File: src/rtl/sdc_pkg.sv
// Shared widths, types, constants and lookup tables for the serial date converter.
package sdc_pkg;

    // Pipeline depth shared by every datapath lane
    localparam int NUM_STAGES = 8;

    // Field widths
    localparam int SERIAL_W = 22;
    localparam int FRAC_W   = 32;
    localparam int YEAR_W   = 14;
    localparam int MONTH_W  = 4;
    localparam int DAY_W    = 5;
    localparam int HOUR_W   = 5;
    localparam int MINUTE_W = 6;

    // Action codes
    localparam logic ACT_TO_DATE   = 1'b0;
    localparam logic ACT_TO_SERIAL = 1'b1;

    // Phantom 29 Feb 1900 of the 1900 date system
    localparam logic [SERIAL_W-1:0] LEAP_BUG_SERIAL = 22'd60;
    localparam logic [YEAR_W-1:0]   LEAP_BUG_YEAR   = 14'd1900;
    localparam logic [MONTH_W-1:0]  LEAP_BUG_MONTH  = 4'd2;
    localparam logic [DAY_W-1:0]    LEAP_BUG_DAY    = 5'd29;

    // Julian day offsets
    localparam logic [22:0] JD_OFFSET   = 23'd68569 + 23'd2415019;
    localparam logic [24:0] SERIAL_BASE = 25'd2415019 + 25'd32075;
    localparam int          CYCLE_DAYS  = 146097;

    // Serial clamp limits
    localparam logic signed [24:0] SERIAL_LOW_S = 25'sd60;
    localparam logic signed [24:0] SERIAL_MAX_S = 25'sd4194303;

    // Exact reciprocal of 146097 for a 25-bit dividend
    localparam int          DIVN_K   = 43;
    localparam logic [63:0] DIVN_D   = 64'd146097;
    localparam logic [63:0] DIVN_M64 = ((64'd1 << DIVN_K) + DIVN_D - 64'd1) / DIVN_D;
    localparam logic [25:0] DIVN_M   = DIVN_M64[25:0];

    // Exact reciprocal of 1461001 for a 28-bit dividend
    localparam int          DIVI_K   = 49;
    localparam logic [63:0] DIVI_D   = 64'd1461001;
    localparam logic [63:0] DIVI_M64 = ((64'd1 << DIVI_K) + DIVI_D - 64'd1) / DIVI_D;
    localparam logic [28:0] DIVI_M   = DIVI_M64[28:0];

    // Exact reciprocal of 2447 for a 15-bit dividend, premultiplied by 80
    localparam int          DIVJ_K     = 27;
    localparam logic [63:0] DIVJ_D     = 64'd2447;
    localparam logic [63:0] DIVJ_M64   = ((64'd1 << DIVJ_K) + DIVJ_D - 64'd1) / DIVJ_D;
    localparam logic [63:0] DIVJ_M80_L = DIVJ_M64 * 64'd80;
    localparam logic [31:0] DIVJ_M80   = DIVJ_M80_L[31:0];

    // Exact reciprocal of 100 for a 15-bit dividend
    localparam int          DIVC_K   = 22;
    localparam logic [63:0] DIVC_D   = 64'd100;
    localparam logic [63:0] DIVC_M64 = ((64'd1 << DIVC_K) + DIVC_D - 64'd1) / DIVC_D;
    localparam logic [15:0] DIVC_M   = DIVC_M64[15:0];

    typedef struct packed {
        logic [YEAR_W-1:0]  year;
        logic [MONTH_W-1:0] month;
        logic [DAY_W-1:0]   day;
    } date_t;

    typedef struct packed {
        logic [HOUR_W-1:0]   hour;
        logic [MINUTE_W-1:0] minute;
    } tod_t;

    // floor(2447 * j / 80): days before month index j in a March-based year
    function automatic logic [8:0] days_before_month(input logic [3:0] j);
        logic [8:0] val;
        case (j)
            4'd0:    val = 9'd0;
            4'd1:    val = 9'd30;
            4'd2:    val = 9'd61;
            4'd3:    val = 9'd91;
            4'd4:    val = 9'd122;
            4'd5:    val = 9'd152;
            4'd6:    val = 9'd183;
            4'd7:    val = 9'd214;
            4'd8:    val = 9'd244;
            4'd9:    val = 9'd275;
            4'd10:   val = 9'd305;
            4'd11:   val = 9'd336;
            4'd12:   val = 9'd367;
            4'd13:   val = 9'd397;
            4'd14:   val = 9'd428;
            default: val = 9'd458;
        endcase
        return val;
    endfunction

    // floor(367 * (m - 2 - 12q) / 12) indexed directly by the month field
    function automatic logic [8:0] month_offset(input logic [MONTH_W-1:0] m);
        logic [8:0] val;
        case (m)
            4'd0:    val = 9'd305;
            4'd1:    val = 9'd336;
            4'd2:    val = 9'd367;
            4'd3:    val = 9'd30;
            4'd4:    val = 9'd61;
            4'd5:    val = 9'd91;
            4'd6:    val = 9'd122;
            4'd7:    val = 9'd152;
            4'd8:    val = 9'd183;
            4'd9:    val = 9'd214;
            4'd10:   val = 9'd244;
            4'd11:   val = 9'd275;
            4'd12:   val = 9'd305;
            4'd13:   val = 9'd336;
            4'd14:   val = 9'd367;
            default: val = 9'd397;
        endcase
        return val;
    endfunction

endpackage

File: src/rtl/sdc_date_path.sv
// Serial-to-calendar-date datapath: Julian day algorithm over eight register stages.
module sdc_date_path
    import sdc_pkg::*;
(
    input  logic                  clk,
    input  logic [NUM_STAGES-1:0] adv,
    input  logic [SERIAL_W-1:0]   serial_day,
    output date_t                 date
);

    // Stage 0: leap-bug shift and Julian offset
    logic [22:0] l0_next;
    logic        leap_next;
    logic [22:0] l0_s0_reg;
    logic [NUM_STAGES-2:0] leap_reg;

    always_comb
    begin
        leap_next = (serial_day == LEAP_BUG_SERIAL);
        if (serial_day < LEAP_BUG_SERIAL)
        begin
            l0_next = 23'(serial_day) + JD_OFFSET + 23'd1;
        end
        else
        begin
            l0_next = 23'(serial_day) + JD_OFFSET;
        end
    end

    // Stage 1: four-century cycle count
    logic [48:0] n_prod;
    logic [7:0]  n_next;
    logic [7:0]  n_s1_reg;
    logic [22:0] l0_s1_reg;

    assign n_prod = 49'(l0_s0_reg) * 49'(DIVN_M);
    assign n_next = n_prod[DIVN_K-2 +: 8];

    // Stage 2: day within cycle and century base of the year
    logic [25:0] cyc_days;
    logic [15:0] la_next;
    logic [14:0] yb_next;
    logic [15:0] la_s2_reg;
    logic [14:0] yb_s2_reg;

    assign cyc_days = 26'(n_s1_reg) * 26'(CYCLE_DAYS);
    assign la_next  = 16'(l0_s1_reg - 23'((cyc_days + 26'd3) >> 2));
    assign yb_next  = 15'(n_s1_reg) * 15'd100;

    // Stage 3: scaled dividend for the year-in-cycle quotient
    logic [27:0] x2_next;
    logic [27:0] x2_s3_reg;
    logic [15:0] la_s3_reg;
    logic [14:0] yb_s3_reg;

    assign x2_next = (28'(la_s2_reg) + 28'd1) * 28'd4000;

    // Stage 4: year within cycle
    logic [56:0] i_prod;
    logic [6:0]  i_next;
    logic [6:0]  i_s4_reg;
    logic [15:0] la_s4_reg;
    logic [14:0] yb_s4_reg;

    assign i_prod = 57'(x2_s3_reg) * 57'(DIVI_M);
    assign i_next = i_prod[DIVI_K +: 7];

    // Stage 5: day within the March-based year
    logic [17:0] yr_days;
    logic [8:0]  l2_next;
    logic [8:0]  l2_s5_reg;
    logic [6:0]  i_s5_reg;
    logic [14:0] yb_s5_reg;

    assign yr_days = 18'(i_s4_reg) * 18'd1461;
    assign l2_next = 9'(18'(la_s4_reg) + 18'd31 - (yr_days >> 2));

    // Stage 6: month index
    logic [31:0] j_prod;
    logic [3:0]  j_next;
    logic [3:0]  j_s6_reg;
    logic [8:0]  l2_s6_reg;
    logic [6:0]  i_s6_reg;
    logic [14:0] yb_s6_reg;

    assign j_prod = 32'(l2_s5_reg) * DIVJ_M80;
    assign j_next = j_prod[DIVJ_K +: 4];

    // Stage 7: final day, month and year, phantom leap day override
    logic  late;
    date_t date_next;
    date_t date_reg;

    always_comb
    begin
        late = (j_s6_reg >= 4'd11);
        if (leap_reg[NUM_STAGES-2])
        begin
            date_next.year  = LEAP_BUG_YEAR;
            date_next.month = LEAP_BUG_MONTH;
            date_next.day   = LEAP_BUG_DAY;
        end
        else
        begin
            date_next.day   = 5'(l2_s6_reg - days_before_month(j_s6_reg));
            date_next.month = late ? (j_s6_reg - 4'd10) : (j_s6_reg + 4'd2);
            date_next.year  = 14'(yb_s6_reg - 15'd4900 + 15'(i_s6_reg) + 15'(late));
        end
    end

    // Advance each stage when its slot frees up
    always_ff @(posedge clk)
    begin
        if (adv[0])
        begin
            l0_s0_reg   <= l0_next;
            leap_reg[0] <= leap_next;
        end
        for (int k = 1; k < NUM_STAGES - 1; k++)
        begin
            if (adv[k])
            begin
                leap_reg[k] <= leap_reg[k-1];
            end
        end
        if (adv[1])
        begin
            n_s1_reg  <= n_next;
            l0_s1_reg <= l0_s0_reg;
        end
        if (adv[2])
        begin
            la_s2_reg <= la_next;
            yb_s2_reg <= yb_next;
        end
        if (adv[3])
        begin
            x2_s3_reg <= x2_next;
            la_s3_reg <= la_s2_reg;
            yb_s3_reg <= yb_s2_reg;
        end
        if (adv[4])
        begin
            i_s4_reg  <= i_next;
            la_s4_reg <= la_s3_reg;
            yb_s4_reg <= yb_s3_reg;
        end
        if (adv[5])
        begin
            l2_s5_reg <= l2_next;
            i_s5_reg  <= i_s4_reg;
            yb_s5_reg <= yb_s4_reg;
        end
        if (adv[6])
        begin
            j_s6_reg  <= j_next;
            l2_s6_reg <= l2_s5_reg;
            i_s6_reg  <= i_s5_reg;
            yb_s6_reg <= yb_s5_reg;
        end
        if (adv[7])
        begin
            date_reg <= date_next;
        end
    end

    assign date = date_reg;

endmodule

File: src/rtl/sdc_time_path.sv
// Day-fraction-to-time datapath: hour and rounded minute, then delay to the pipeline depth.
module sdc_time_path
    import sdc_pkg::*;
(
    input  logic                  clk,
    input  logic [NUM_STAGES-1:0] adv,
    input  logic [FRAC_W-1:0]     day_fraction,
    output tod_t                  tod
);

    localparam int TOD_DONE = 3;

    // Stage 0: scale by 24, split hour and remainder
    logic [36:0]         t_next;
    logic [HOUR_W-1:0]   hour_s0_reg;
    logic [FRAC_W-1:0]   rem_s0_reg;

    assign t_next = 37'(day_fraction) * 37'd24;

    // Stage 1: remainder times 60
    logic [37:0]         mp_next;
    logic [37:0]         mp_s1_reg;
    logic [HOUR_W-1:0]   hour_s1_reg;

    assign mp_next = 38'(rem_s0_reg) * 38'd60;

    // Stage 2: round half up to the minute
    logic [38:0]         mr_sum;
    logic [MINUTE_W-1:0] min_next;
    logic [MINUTE_W-1:0] min_s2_reg;
    logic [HOUR_W-1:0]   hour_s2_reg;

    assign mr_sum   = 39'(mp_s1_reg) + 39'h0_8000_0000;
    assign min_next = MINUTE_W'(mr_sum >> 32);

    // Stage 3: fold a rounded-up 60 into the hour
    tod_t tod_next;
    tod_t tod_reg [TOD_DONE:NUM_STAGES-1];

    always_comb
    begin
        if (min_s2_reg == 6'd60)
        begin
            tod_next.minute = '0;
            tod_next.hour   = hour_s2_reg + 5'd1;
        end
        else
        begin
            tod_next.minute = min_s2_reg;
            tod_next.hour   = hour_s2_reg;
        end
    end

    // Advance stages; hold the finished time until the date lane catches up
    always_ff @(posedge clk)
    begin
        if (adv[0])
        begin
            hour_s0_reg <= t_next[36:32];
            rem_s0_reg  <= t_next[31:0];
        end
        if (adv[1])
        begin
            mp_s1_reg   <= mp_next;
            hour_s1_reg <= hour_s0_reg;
        end
        if (adv[2])
        begin
            min_s2_reg  <= min_next;
            hour_s2_reg <= hour_s1_reg;
        end
        if (adv[TOD_DONE])
        begin
            tod_reg[TOD_DONE] <= tod_next;
        end
        for (int k = TOD_DONE + 1; k < NUM_STAGES; k++)
        begin
            if (adv[k])
            begin
                tod_reg[k] <= tod_reg[k-1];
            end
        end
    end

    assign tod = tod_reg[NUM_STAGES-1];

endmodule

File: src/rtl/sdc_serial_path.sv
// Date-to-serial datapath: Julian day number, leap-bug shift and clamp, then delay.
module sdc_serial_path
    import sdc_pkg::*;
(
    input  logic                  clk,
    input  logic [NUM_STAGES-1:0] adv,
    input  logic [YEAR_W-1:0]     in_year,
    input  logic [MONTH_W-1:0]    in_month,
    input  logic [DAY_W-1:0]      in_day,
    output logic [SERIAL_W-1:0]   serial
);

    localparam int SER_DONE = 4;

    // Stage 0: January and February belong to the previous year
    logic        qneg;
    logic [14:0] ya_next;
    logic [14:0] yc_next;
    logic        special_next;
    logic [14:0] ya_s0_reg;
    logic [14:0] yc_s0_reg;
    logic [8:0]  t2_s0_reg;
    logic [DAY_W-1:0] dd_s0_reg;
    logic [SER_DONE-1:0] special_reg;

    assign qneg         = (in_month < 4'd3);
    assign ya_next      = 15'(in_year) + 15'd4800 - 15'(qneg);
    assign yc_next      = 15'(in_year) + 15'd4900 - 15'(qneg);
    assign special_next = (in_day == LEAP_BUG_DAY) && (in_month == LEAP_BUG_MONTH)
                          && (in_year == LEAP_BUG_YEAR);

    // Stage 1: year days and century count
    logic [24:0] yd_prod;
    logic [30:0] c_prod;
    logic [22:0] t1_s1_reg;
    logic [7:0]  c_s1_reg;
    logic [8:0]  t2_s1_reg;
    logic [DAY_W-1:0] dd_s1_reg;

    assign yd_prod = 25'(ya_s0_reg) * 25'd1461;
    assign c_prod  = 31'(yc_s0_reg) * 31'(DIVC_M);

    // Stage 2: century correction and partial sum
    logic [9:0]  c3;
    logic [7:0]  t3_next;
    logic [23:0] part_next;
    logic [7:0]  t3_s2_reg;
    logic [23:0] part_s2_reg;

    assign c3        = 10'(c_s1_reg) * 10'd3;
    assign t3_next   = 8'(c3 >> 2);
    assign part_next = 24'(t1_s1_reg) + 24'(t2_s1_reg) + 24'(dd_s1_reg);

    // Stage 3: raw serial, may be negative
    logic signed [24:0] s_next;
    logic signed [24:0] s_s3_reg;

    assign s_next = $signed(25'(part_s2_reg) - 25'(t3_s2_reg) - SERIAL_BASE);

    // Stage 4: leap-bug shift, phantom day override, clamp
    logic signed [24:0]  s_adj;
    logic [SERIAL_W-1:0] ser_next;
    logic [SERIAL_W-1:0] ser_reg [SER_DONE:NUM_STAGES-1];

    always_comb
    begin
        s_adj = (s_s3_reg < SERIAL_LOW_S) ? (s_s3_reg - 25'sd1) : s_s3_reg;
        if (special_reg[SER_DONE-1])
        begin
            ser_next = LEAP_BUG_SERIAL;
        end
        else if (s_adj < 25'sd0)
        begin
            ser_next = '0;
        end
        else if (s_adj > SERIAL_MAX_S)
        begin
            ser_next = '1;
        end
        else
        begin
            ser_next = s_adj[SERIAL_W-1:0];
        end
    end

    // Advance stages; hold the finished serial until the date lane catches up
    always_ff @(posedge clk)
    begin
        if (adv[0])
        begin
            ya_s0_reg      <= ya_next;
            yc_s0_reg      <= yc_next;
            t2_s0_reg      <= month_offset(in_month);
            dd_s0_reg      <= in_day;
            special_reg[0] <= special_next;
        end
        for (int k = 1; k < SER_DONE; k++)
        begin
            if (adv[k])
            begin
                special_reg[k] <= special_reg[k-1];
            end
        end
        if (adv[1])
        begin
            t1_s1_reg <= 23'(yd_prod >> 2);
            c_s1_reg  <= c_prod[DIVC_K +: 8];
            t2_s1_reg <= t2_s0_reg;
            dd_s1_reg <= dd_s0_reg;
        end
        if (adv[2])
        begin
            t3_s2_reg   <= t3_next;
            part_s2_reg <= part_next;
        end
        if (adv[3])
        begin
            s_s3_reg <= s_next;
        end
        if (adv[SER_DONE])
        begin
            ser_reg[SER_DONE] <= ser_next;
        end
        for (int k = SER_DONE + 1; k < NUM_STAGES; k++)
        begin
            if (adv[k])
            begin
                ser_reg[k] <= ser_reg[k-1];
            end
        end
    end

    assign serial = ser_reg[NUM_STAGES-1];

endmodule

File: src/rtl/spreadsheet_serial_date_convert.sv
// Top level of the spreadsheet 1900-system serial date converter.
//
// Input channel (in_valid/in_ready) carries one item: an action bit plus
// the fields for either direction. Action 0 turns serial_day and
// day_fraction into year, month, day, hour and rounded minute (hour may
// read 24 after a minute carry; the date does not roll). Action 1 turns
// in_year/in_month/in_day into out_serial. Unused result fields are zero.
// Serial 60 maps to 29 Feb 1900 both ways.
//
// Output channel (out_valid/out_ready) returns one result per item, in order.
// An accepted item passes through stages 0 to 7 in order and out_valid rises
// when it reaches stage 7; while out_ready stays high one item per cycle is
// sustained. The depth is set by the date lane: three reciprocal multiplies,
// each with its own stage, plus the setup and correction stages around them.
// Each stage has its own valid bit. When out_ready is low the last stage
// holds and empty stages behind it keep filling; in_ready drops only when
// all 8 stages hold items. Reset clears every valid bit; data is kept.
module spreadsheet_serial_date_convert
    import sdc_pkg::*;
(
    input  logic                clk,
    input  logic                rst_n,
    input  logic                in_valid,
    output logic                in_ready,
    input  logic                action,
    input  logic [SERIAL_W-1:0] serial_day,
    input  logic [FRAC_W-1:0]   day_fraction,
    input  logic [YEAR_W-1:0]   in_year,
    input  logic [MONTH_W-1:0]  in_month,
    input  logic [DAY_W-1:0]    in_day,
    output logic                out_valid,
    input  logic                out_ready,
    output logic [YEAR_W-1:0]   out_year,
    output logic [MONTH_W-1:0]  out_month,
    output logic [DAY_W-1:0]    out_day,
    output logic [HOUR_W-1:0]   out_hour,
    output logic [MINUTE_W-1:0] out_minute,
    output logic [SERIAL_W-1:0] out_serial
);

    logic [NUM_STAGES:0]   adv;
    logic [NUM_STAGES-1:0] valid_reg;
    logic [NUM_STAGES-1:0] valid_next;
    logic [NUM_STAGES-1:0] act_reg;
    logic [NUM_STAGES-1:0] act_next;
    date_t                 date;
    tod_t                  tod;
    logic [SERIAL_W-1:0]   serial;

    // A stage may load when it is empty or its item moves on
    always_comb
    begin
        adv[NUM_STAGES] = out_ready;
        for (int k = NUM_STAGES - 1; k >= 0; k--)
        begin
            adv[k] = ~valid_reg[k] | adv[k+1];
        end
    end

    // Shift valid bits and the action code along with the data
    always_comb
    begin
        if (adv[0])
        begin
            valid_next[0] = in_valid;
            act_next[0]   = action;
        end
        else
        begin
            valid_next[0] = valid_reg[0];
            act_next[0]   = act_reg[0];
        end
        for (int k = 1; k < NUM_STAGES; k++)
        begin
            if (adv[k])
            begin
                valid_next[k] = valid_reg[k-1];
                act_next[k]   = act_reg[k-1];
            end
            else
            begin
                valid_next[k] = valid_reg[k];
                act_next[k]   = act_reg[k];
            end
        end
    end

    always_ff @(posedge clk or negedge rst_n)
    begin
        if (!rst_n)
        begin
            valid_reg <= '0;
        end
        else
        begin
            valid_reg <= valid_next;
        end
    end

    always_ff @(posedge clk)
    begin
        act_reg <= act_next;
    end

    sdc_date_path u_date (
        .clk        (clk),
        .adv        (adv[NUM_STAGES-1:0]),
        .serial_day (serial_day),
        .date       (date)
    );

    sdc_time_path u_time (
        .clk          (clk),
        .adv          (adv[NUM_STAGES-1:0]),
        .day_fraction (day_fraction),
        .tod          (tod)
    );

    sdc_serial_path u_serial (
        .clk      (clk),
        .adv      (adv[NUM_STAGES-1:0]),
        .in_year  (in_year),
        .in_month (in_month),
        .in_day   (in_day),
        .serial   (serial)
    );

    // Drop the fields that the item's action does not produce
    assign in_ready   = adv[0];
    assign out_valid  = valid_reg[NUM_STAGES-1];
    assign out_year   = (act_reg[NUM_STAGES-1] == ACT_TO_DATE) ? date.year  : '0;
    assign out_month  = (act_reg[NUM_STAGES-1] == ACT_TO_DATE) ? date.month : '0;
    assign out_day    = (act_reg[NUM_STAGES-1] == ACT_TO_DATE) ? date.day   : '0;
    assign out_hour   = (act_reg[NUM_STAGES-1] == ACT_TO_DATE) ? tod.hour   : '0;
    assign out_minute = (act_reg[NUM_STAGES-1] == ACT_TO_DATE) ? tod.minute : '0;
    assign out_serial = (act_reg[NUM_STAGES-1] == ACT_TO_SERIAL) ? serial   : '0;

endmodule

File: config.mk
export PLATFORM = sky130hd
export DESIGN_NAME = spreadsheet_serial_date_convert
export DESIGN_NICKNAME = d
export VERILOG_FILES = /design/src/rtl/sdc_pkg.sv /design/src/rtl/sdc_date_path.sv /design/src/rtl/sdc_time_path.sv /design/src/rtl/sdc_serial_path.sv /design/src/rtl/spreadsheet_serial_date_convert.sv
export SDC_FILE = /design/constraint.sdc
export NUM_CORES = 2
export LEC_CHECK = 0
export BUFFER_PORTS_ARGS = -buffer_cell sky130_fd_sc_hd__buf_2
export CAP_MARGIN = 20
export CELL_PAD_IN_SITES_DETAIL_PLACEMENT = 0
export CELL_PAD_IN_SITES_GLOBAL_PLACEMENT = 2
export CORE_MARGIN = 2
export CORE_UTILIZATION = 45
export DETAILED_ROUTE_END_ITERATION = 8
export PLACE_DENSITY = 0.92
export SYNTH_ARGS = -nofsm -noshare
export SYNTH_HDL_FRONTEND = slang
export SYNTH_SLANG_ARGS = --single-unit
File: constraint.sdc
create_clock -name clk -period 10.6 [get_ports clk]
set_clock_uncertainty 0.1 [all_clocks]
set_input_delay 1.06 -clock clk [delete_from_list [all_inputs] [get_ports clk]]
set_output_delay 1.06 -clock clk [all_outputs]
set_load 0.02 [all_outputs]
==> impl_metrics.xml <==
<?xml version="1.0" encoding="UTF-8"?>
<metrics>
  <group name="clock_network">
    <metric name="clock_tree_from_tritoncts" unit="">built</metric>
    <metric name="clk_pin_slew" unit="ns">0.06</metric>
    <metric name="insertion_delay" unit="ns">0.67</metric>
    <metric name="cts_max_level" unit="">3</metric>
    <metric name="cts.root.buffer_cell" unit="">sky130_fd_sc_hd__clkbuf_16</metric>
    <metric name="ctsResizeCount" unit="">0</metric>
    <metric name="cts.repair_timing.setup_buffer_count" unit="">0</metric>
    <metric name="clock_sink_count" unit="">602</metric>
    <metric name="count_of_hold_buffers_inserted_by_post_cts_repair" unit="">0</metric>
    <metric name="cts-buffers-inserted" unit="">69</metric>
    <metric name="buffers_from_clock_root_to_sink_at_most" unit="">3</metric>
  </group>
  <group name="floorplan">
    <metric name="ios" unit="">140</metric>
    <metric name="rows" unit="">136</metric>
    <metric name="die_w" unit="um">375</metric>
    <metric name="initial_core_util" unit="%">45.2</metric>
    <metric name="die_h" unit="um">375</metric>
    <metric name="core_area" unit="um2">137000</metric>
    <metric name="dieArea" unit="um2">141000</metric>
  </group>
  <group name="sta">
    <metric name="sum_of_negative_setup_slack" unit="ns">0</metric>
    <metric name="setup_violations" unit="">0</metric>
    <metric name="timing.final.max_slew_violations" unit="">0</metric>
    <metric name="timing_worst_slew_pin_value" unit="ns">0.991</metric>
    <metric name="final-hold-violation-count" unit="">0</metric>
    <metric name="setup_slack" unit="ns">2.67</metric>
    <metric name="rsz_0062_raised_after_global_routing" unit="">no</metric>
    <metric name="layout_worst_path_cycle_share" unit="%">74.8</metric>
    <metric name="max-slew-margin-rel" unit="%">33.9</metric>
    <metric name="maxClockFrequency" unit="GHz">0.126</metric>
    <metric name="min_period" unit="ns">7.93</metric>
  </group>
  <group name="drt">
    <metric name="drtPass1Iterations" unit="">5</metric>
    <metric name="dr_wl_met3" unit="um">4320</metric>
    <metric name="remaining_routing_drc_violations" unit="">0</metric>
    <metric name="initialDrtViolationCount" unit="">1695</metric>
    <metric name="via_count" unit="">36200</metric>
    <metric name="routed_wire_length_per_instance" unit="um">17.2</metric>
    <metric name="drtAntennaViolNets" unit="">0</metric>
    <metric name="maxUsedRoutingLayer" unit="">met5</metric>
    <metric name="vias_per_cell" unit="">4.94</metric>
    <metric name="routed_wl" unit="um">126000</metric>
    <metric name="met2RoutedLength" unit="um">62400</metric>
    <metric name="met1_length" unit="um">56300</metric>
  </group>
  <group name="global_routing">
    <metric name="antenna_found_initial" unit="">2</metric>
    <metric name="wire_length_of_the_first_global_routing_pass" unit="um">205000</metric>
    <metric name="grt_pass1_vias" unit="">38800</metric>
    <metric name="grt_overflow" unit="">0</metric>
    <metric name="grt_max_degree" unit="">105</metric>
    <metric name="grt_util_all_layers" unit="%">18.5</metric>
  </group>
  <group name="yosys">
    <metric name="ys_seq_elements" unit="">602</metric>
    <metric name="yosysUniqueCellTypes" unit="">85</metric>
    <metric name="synth_edf_count" unit="">589</metric>
    <metric name="synth-seq-area-share" unit="%">29.0</metric>
    <metric name="synthesis.nets" unit="">7202</metric>
    <metric name="yosys_most_used_dff" unit="">sky130_fd_sc_hd__edfxtp_1</metric>
    <metric name="synthesis.area_per_instance" unit="um2">11.7</metric>
    <metric name="ys.warnings.count" unit="">0</metric>
    <metric name="synth.cell_area" unit="um2">62000</metric>
    <metric name="synth_cells" unit="">5278</metric>
    <metric name="postSynth.asyncResetShare" unit="%">1.33</metric>
  </group>
  <group name="finish">
    <metric name="final_core_utilization" unit="%">49.2</metric>
    <metric name="area_growth_syn_to_layout" unit="%">8.71</metric>
    <metric name="final_antenna_diode_count" unit="">0</metric>
    <metric name="design.final.nets" unit="">7397</metric>
    <metric name="filler_cell_count_in_the_final_layout" unit="">12300</metric>
    <metric name="largest_register_ffs" unit="">88</metric>
    <metric name="layout-drive-gt1-share" unit="%">5.66</metric>
  </group>
  <group name="job">
    <metric name="cap_viol_max_count" unit="">0</metric>
  </group>
  <group name="worst_setup_path">
    <metric name="start_kind" unit="">register</metric>
    <metric name="crit_path_max_fanout" unit="">6</metric>
    <metric name="cp_data_arrival_time" unit="ns">8.24</metric>
    <metric name="path_class" unit="">register to register</metric>
    <metric name="critical_path_required" unit="ns">10.91</metric>
    <metric name="worstSetupEndpointType" unit="">register</metric>
  </group>
  <group name="place">
    <metric name="dp_hpwl" unit="um">108000</metric>
    <metric name="place_congestion" unit="">0.897</metric>
    <metric name="portBuffers" unit="">139</metric>
    <metric name="placement.setup.worst_slack" unit="ns">2.63</metric>
  </group>
  <group name="status">
    <metric name="status" unit="">finished clean</metric>
  </group>
  <group name="min_path">
    <metric name="timing.hold.worst.class" unit="">input pin to async pin</metric>
  </group>
</metrics>
-- critical path, stage by stage (launching register included) --
cell	delay, ns
sky130_fd_sc_hd__edfxtp_1	0.54
sky130_fd_sc_hd__inv_1	0.15
sky130_fd_sc_hd__fa_1	0.52
sky130_fd_sc_hd__inv_1	0.20
sky130_fd_sc_hd__fa_1	0.48
sky130_fd_sc_hd__fa_1	0.55
sky130_fd_sc_hd__inv_1	0.06
sky130_fd_sc_hd__fa_1	0.51
sky130_fd_sc_hd__inv_1	0.05
sky130_fd_sc_hd__fa_1	0.47
sky130_fd_sc_hd__fa_1	0.60
sky130_fd_sc_hd__inv_1	0.07
sky130_fd_sc_hd__fa_1	0.54
sky130_fd_sc_hd__inv_1	0.04
sky130_fd_sc_hd__ha_1	0.28
sky130_fd_sc_hd__and3_1	0.18
sky130_fd_sc_hd__nand3_1	0.13
sky130_fd_sc_hd__or4_1	0.54
sky130_fd_sc_hd__a41o_1	0.23
sky130_fd_sc_hd__a211oi_1	0.59
sky130_fd_sc_hd__o211ai_1	0.23
sky130_fd_sc_hd__o21ai_0	0.32
sky130_fd_sc_hd__a21oi_1	0.13
sky130_fd_sc_hd__xnor2_1	0.14
-- cell usage in the layout, fill, tap and decap left out, types with 76 or more instances in the layout --
master and instances:
sky130_fd_sc_hd__o21ai_0 100, sky130_fd_sc_hd__inv_1 1286, sky130_fd_sc_hd__fa_1 807, sky130_fd_sc_hd__ha_1 1035
sky130_fd_sc_hd__nor2_1 128, sky130_fd_sc_hd__a21oi_1 178, sky130_fd_sc_hd__buf_2 139, sky130_fd_sc_hd__a21o_1 76
sky130_fd_sc_hd__xnor2_1 247, sky130_fd_sc_hd__nand2_1 99, sky130_fd_sc_hd__edfxtp_1 589
-- synth_stat cells, drive strengths merged (23+ instances only) --
cell type,n,area [um2]
nor2,129,487
o21a,32,240
inv,1287,4830
a211oi,23,173
fa,807,16200
nor3,44,230
nand3,61,305
nor2b,66,413
and2,36,225
xnor2,247,2160
a21o,76,571
o21ai,103,519
a21oi,180,916
nand2,101,379
nand4,29,188
edfxtp,589,17700
ha,1035,12900
nand2b,35,219
o21bai,37,289
xor2,73,639
-- per-stage QoR --
stage	hold WS [ns]	instance area [um2]	instances
final	0.121	67400	7323
after global routing	0.102	67400	7323
after CTS	0.0655	67400	7321
after detailed placement	0.305	65000	7194
after global placement	0.300	65000	7194
after floorplan	0.300	62000	5278
-- metal layers --
| layer | track usage [%] | vias to the layer above |
|---|---|---|
| met5 | 0 | - |
| met4 | 4.97 | 2 |
| met3 | 2.42 | 120 |
| met2 | 32.2 | 471 |
| met1 | 24.4 | 17800 |
| li1 | - | 17700 |
-- cell type report --
class | count | area, um2 | share of cell area [%]
Clock buffer | 80 | 1790 | 2.65
Timing Repair Buffer | 151 | 838 | 1.24
Inverter | 1288 | 4840 | 7.17
Sequential cell | 602 | 18000 | 26.7
Tap cell | 1794 | 2240 | 3.33
Clock inverter | 47 | 609 | 0.904
Multi-Input combinational cell | 3361 | 39100 | 58.0
-- cell families after synthesis --
group / after synthesis / synth area share [%]
compound gates: 579 / 6.08
xor+xnor: 320 / 4.52
fa+ha+maj: 1843 / 47.0
buf+inv: 1315 / 8.00
flops: 602 / 29.0
mux: 7 / 0.161
simple gates: 612 / 5.28
-- final timing paths --
check | from | endpoint | slack (ns) | cells past startpoint
worst max-delay path | u_date.x2_s3_reg[11] | u_date.i_s4_reg[6] | 2.67 | 23
worst max register to register | u_date.x2_s3_reg[11] | u_date.i_s4_reg[6] | 2.67 | 23
min in group clk | u_serial.special_reg[1] | u_serial.special_reg[2] | 0.27 | 0
worst min-delay path | rst_n | valid_reg[1] | 0.12 | 1
worst min register to register | u_serial.special_reg[1] | u_serial.special_reg[2] | 0.27 | 0
max in group asynchronous | rst_n | valid_reg[6] | 10.10 | 1
Power is left out: the tool's default activity adds up to more than one toggle a clock period on the data nets, which glitch-free logic cannot reach.
